### config.mk
export PLATFORM = sky130hd
export DESIGN_NAME = rgbluv_div
export DESIGN_NICKNAME = d
export VERILOG_FILES = /design/src/rgbluv_div.sv
export SDC_FILE = /design/constraint.sdc
export NUM_CORES = 2
export LEC_CHECK = 0
export BUFFER_PORTS_ARGS = -buffer_cell sky130_fd_sc_hd__buf_2
export CAP_MARGIN = 10
export CORE_UTILIZATION = 30
export CTS_BUF_LIST = sky130_fd_sc_hd__clkbuf_8
export DETAILED_ROUTE_END_ITERATION = 10
export PLACE_DENSITY = 0.45
export SLEW_MARGIN = 20
export SYNTH_ARGS = -nofsm -noshare
export SYNTH_HDL_FRONTEND = slang
export SYNTH_SLANG_ARGS = --single-unit
### constraint.sdc
create_clock -name clk -period 4.77 [get_ports clk]
set_input_delay 0.477 -clock clk [delete_from_list [all_inputs] [get_ports clk]]
set_output_delay 0.477 -clock clk [all_outputs]
set_load 0.01 [all_outputs]
### src/rgbluv_div.sv
// rgbluv_div: pipelined restoring divider, one quotient bit per stage.
// no dependencies; the numerator's high part must stay below the divisor.
module rgbluv_div #(
	parameter int NW = 56,
	parameter int DW = 29,
	parameter int QW = 33
) (
	input  logic          clk,
	input  logic          en,
	input  logic [NW-1:0] num,
	input  logic [DW-1:0] den,
	output logic [QW-1:0] quo
);

	logic [DW-1:0] rem_s [QW];
	logic [QW-1:0] sh_s  [QW];
	logic [DW-1:0] den_s [QW];

	for (genvar k = 0; k < QW; k++) begin : g_step
		logic [DW-1:0] prem;
		logic [QW-1:0] psh;
		logic [DW-1:0] pden;
		logic [DW:0]   t;
		logic          ge;

		if (k == 0) begin : g_first
			assign prem = DW'(num >> QW);
			assign psh  = num[QW-1:0];
			assign pden = den;
		end else begin : g_next
			assign prem = rem_s[k-1];
			assign psh  = sh_s[k-1];
			assign pden = den_s[k-1];
		end

		assign t  = {prem, psh[QW-1]};
		assign ge = t >= {1'b0, pden};

		always_ff @(posedge clk) begin
			if (en) begin
				rem_s[k] <= ge ? DW'(t - {1'b0, pden}) : DW'(t);
				sh_s[k]  <= {psh[QW-2:0], ge};
				den_s[k] <= pden;
			end
		end
	end

	assign quo = sh_s[QW-1];

endmodule

# Word level (Yosys, flattened, before mapping)
# Memory sizes are Yosys's and may differ from the RTL's.
# Cells that the tools add are included.
[totals]
elab_cells = 104
regBits = 0
n_memories = 3
ram_bits = 3003
[memory_table]
columns = ["name", "words", "width", "rd", "rd_clocked_by_memory_dff", "wr", "line", "source"]
rows = [
  ["sh_s", 33, 33, 33, 0, 33, "16", "logic [QW-1:0] sh_s [QW];"],
  ["den_s", 33, 29, 32, 0, 33, "17", "logic [DW-1:0] den_s [QW];"],
  ["rem_s", 33, 29, 32, 0, 33, "15", "logic [DW-1:0] rem_s [QW];"],
]
[classes]
muxes = 35
addsub = 33
magnitude_cmp = 33
[ops]
columns = ["operator", "count"]
rows = [
  ["30-bit by 29-bit greater-or-equal comparator with 1-bit output", 32],
  ["29-bit 2-to-1 mux", 33],
  ["29-bit subtractor", 32],
  ["24-bit by 29-bit greater-or-equal comparator with 1-bit output", 1],
  ["24-bit by 29-bit subtractor with 29-bit output", 1],
  ["1-bit 2-to-1 mux", 2],
]

# Longest topological paths before layout
# An unclocked memory read counts as a cell.
[depth]
ltp_word = 3
depth_mapped = 16
ltp_nobuf = 14

# Worst setup path after synthesis
# No wires, ideal clock.
[synth_timing]
kind = "reg-to-reg"
startpoint = "mem sh_s[4][32], in the netlist sh_s[0][164]"
endpoint = "mem rem_s[5][1], in the netlist rem_s[0][146], data pin"
path_stages_with_launch = 14
path_buffers = 1
t_arrival_ps = 3111
synth_period_minus_slack_ps = 3371
path_slack_ps = 1399
cell_sequence = "edfxtp_1 inv_1 ha_1 inv_1 fa_1 a21oi_1 o21ai_1 a2111oi_2 nor2_1 a211o_1 a211oi_2 o21a_2 buf_4 mux2_2"
[synth_rtl]
columns = ["element", "line"]
rows = [
  ["from (decl)", "16"],
  ["to (decl)", "15"],
]

==> results.toml <==
[outcome]
status = "finished, final reports clean"

[global_route]
grt_usage_pct = 13.78
met1_usage_pct = 17.72
grt_max_degree = 151
grt-busiest-layer = "met2"
grt-ovfl-total = 0
grt_first_pass_wirelength_mm = 543.8
grt_use_met3_pct = 2.215
grt_use_met2_pct = 23.82
grt_antenna_before_repair = 13
grt_pass1_vias = 92691

[timing]
max_freq_mhz = 239.6
final_hold_viol_count = 0
slew_headroom_pct = 26.50
grt_setup_unrepaired = "no"
skew_ps = 75.64
worst_pin_slew_ps = 1087
finalCriticalPeriod_ps = 4174
finalSetupTns_ps = 0
setup_viol = 0
finalCritPeriodShare_pct = 87.50
maxSlewViolCount = 0
hold_ws_ps = 227.3

[worst_setup_path]
worst-setup-path-type = "register to register"
r2r_start = "sh_s[0][527]"
r2r-end = "rem_s[0][486]"
cp.required_ps = 5630
cp_max_fo = 20
endpoint_kind = "register"
r2r_setup_slack_ps = 600
cp-start-kind = "register"
worstPathArrival_ps = 5040
reg2regPathDepth = 13

[yosys]
yosys_warnings = 0
synth_compound_area_share_pct = 12.78
syn_inst = 12097
synth-xor-area-share_pct = 4.595
syn_avg_cell_area_um2 = 12.32
synth_nets = 13168
yosysTopAreaCellShare_pct = 59.34
synthFlopType = "edfxtp_1"
synth-seq-cells = 2945
synth_fa_ha_area_share_pct = 8.422
postSynth.asyncResetShare_pct = 0
synthMuxAreaShare_pct = 3.300
synth-edff-count = 2945
yosysSeqAreaShare_pct = 59.34
synth_largest_area_cell = "edfxtp_1"
synth_top_family_by_area = "compound AO/OA/AOI/OAI gates"
syn_area_mm2 = 0.1490
synth-simple-area-share_pct = 7.540
yosysUniqueCellTypes = 106
synth_area_leaders = "edfxtp_1 59%, ha_1 8.0%, inv_1 3.1%"

[cts]
ctsRootBufferMaster = "clkbuf_8"
cts_setup_buffers = 0
clkTransAtPathRegs_ps = 60
cts_inserted_buffers = 562
cts_sinks = 2945
htree_levels = 6
clockBufferDepth = 4
ctsHoldBuffers = 178
cts_resized = 0
clk-insertion-delay-late_ps = 1190
cts_tree = "built"

[floorplan]
start_util_pct = 30.16
die-height_um = 706.8
die_x_um = 706.8
rows = 258
core_mm2 = 0.4942
ios = 120
die_area_mm2 = 0.4996

[run]
max-cap-violations = 0

[routing]
vias_per_cell = 4.656
wl_per_cell_um = 17.84
drtIter0Drc = 6321
drcViolationCount = 0
num_vias = 92454
routed_wl_mm = 354.3
ant_nets = 0
dr.pass1.iters = 6

[placed_design]
gp_congestion = 0.8334
hpwl_mm = 259.6
port_buffers = 119

[finish]
layout_commonest_cell = "edfxtp_1"
syn2layout_area_growth_pct = 14.55
utilization_pct = 34.54
final_cell_mix = "2945 x edfxtp_1, 1405 x inv_1, 952 x ha_1, 922 x a21oi_1, 844 x nand2_1"
nNetsFinal = 13871
drive_gt1_share_pct = 11.04

[worst_hold_path]
holdPathStages = 4
min_path_type = "primary input to register"
min_from = "num[32]"
min_to = "rem_s[0][0]"

[pwr]
peakVddDrop_mv = 0.3238
p_leak_nw = 67.12
power-per-cell-area_mw_per_mm2 = 643.3
## synthesized netlist by cell type (19+ instances only)
library cell / count
edfxtp_1: 2945
inv_1: 1248
ha_1: 952
a21oi_1: 922
nand2_1: 845
o21ai_0: 797
nor2_1: 521
xnor2_1: 443
a21o_1: 400
mux2_2: 371
xor2_1: 339
nand3_1: 192
clkbuf_1: 180
nand4_1: 165
o21a_1: 132
nor2b_1: 121
nor3_1: 116
o21bai_1: 104
a31oi_1: 100
nand2b_1: 87
a211oi_1: 85
and3_1: 83
buf_2: 81
o31ai_1: 59
and2_1: 44
o211ai_1: 43
a211o_1: 38
mux2i_1: 38
nor4_1: 34
and4_1: 32
fa_1: 32
or3_1: 30
mux2_1: 28
a31o_2: 24
or2_2: 23
a21boi_0: 21
o22ai_1: 20
o221ai_1: 19
## worst max-delay path, stage by stage (launching register included)
cell and delay [ps]:
edfxtp_1 370, inv_1 80, ha_1 150, inv_1 50, fa_1 410, a21oi_2 220
o21bai_4 90, a2111oi_4 430, nor2_2 130, a2111oi_2 580, nor2_1 220, a41oi_4 670
buf_4 320, o21ai_0 120
## per-layer routing
metal / part of all wire, % / vias up
met2: 49 / 1669
met3: 4.4 / 607
met4: 2.7 / 2
met5: 0.0037 / -
met1: 44 / 43924
li1: - / 46252
## power breakdown
| part | internal [mW] | switching [mW] |
|---|---|---|
| sequential | 36.8 | 3.99 |
| clock | 12.6 | 11.4 |
| combinational | 19.7 | 25.4 |
## worst max-delay path by stage
stage | start | endpoint | slack, ps | cells after the start
2_1_floorplan | sh_s[0][164] | rem_s[0][146] | 1400 | 13
3_3_place_gp | den_s[0][406] | rem_s[0][459] | 700 | 12
3_5_place_dp | den_s[0][406] | rem_s[0][458] | 660 | 12
4_1_cts | den_s[0][406] | rem_s[0][455] | 600 | 12
5_1_grt | den_s[0][406] | rem_s[0][457] | 320 | 12
6_report | sh_s[0][527] | rem_s[0][486] | 600 | 13
## cells by family (layout without fill, tap and decap cells)
| kind of cell | Yosys count | after routing |
|---|---|---|
| AND/OR/NAND/NOR | 2366 | 2366 |
| AO/OA/AOI/OAI | 3037 | 3037 |
| other | 0 | 1 |
| XOR/XNOR | 782 | 782 |
| buffers and inverters | 1543 | 2672 |
| adder cells (fa/ha/maj) | 984 | 984 |
| flip-flops | 2945 | 2945 |
| multiplexers | 440 | 440 |
## area by class of cell
cell class	instances	area, µm²
fill	49042	323500
sequential	2945	88430
multi-input combinational	7609	54760
tap	6630	8295
clock buffer	564	7762
inverter	1254	4707
timing repair buffer	428	3889
clock inverter	426	2873
antenna	1	2.502
## flip-flops by register name, summed over array words and instances, names as in the netlist
signal	count
den_s	928
rem_s	928
sh_s	1089
## through the flow
step                worst slack (ps)  power, mW  instance area [µm²]  instances
floorplan                       1399      73.69               149000      12097
global placement               702.2      86.63               158300      18688
detailed placement             662.9      86.50               158300      18688
CTS                            596.1      111.7               170700      19856
global route                   320.2      118.3               170700      19857
finish                         596.1      109.8               170700      19857
No activity file was read; power rests on OpenSTA's default activity.
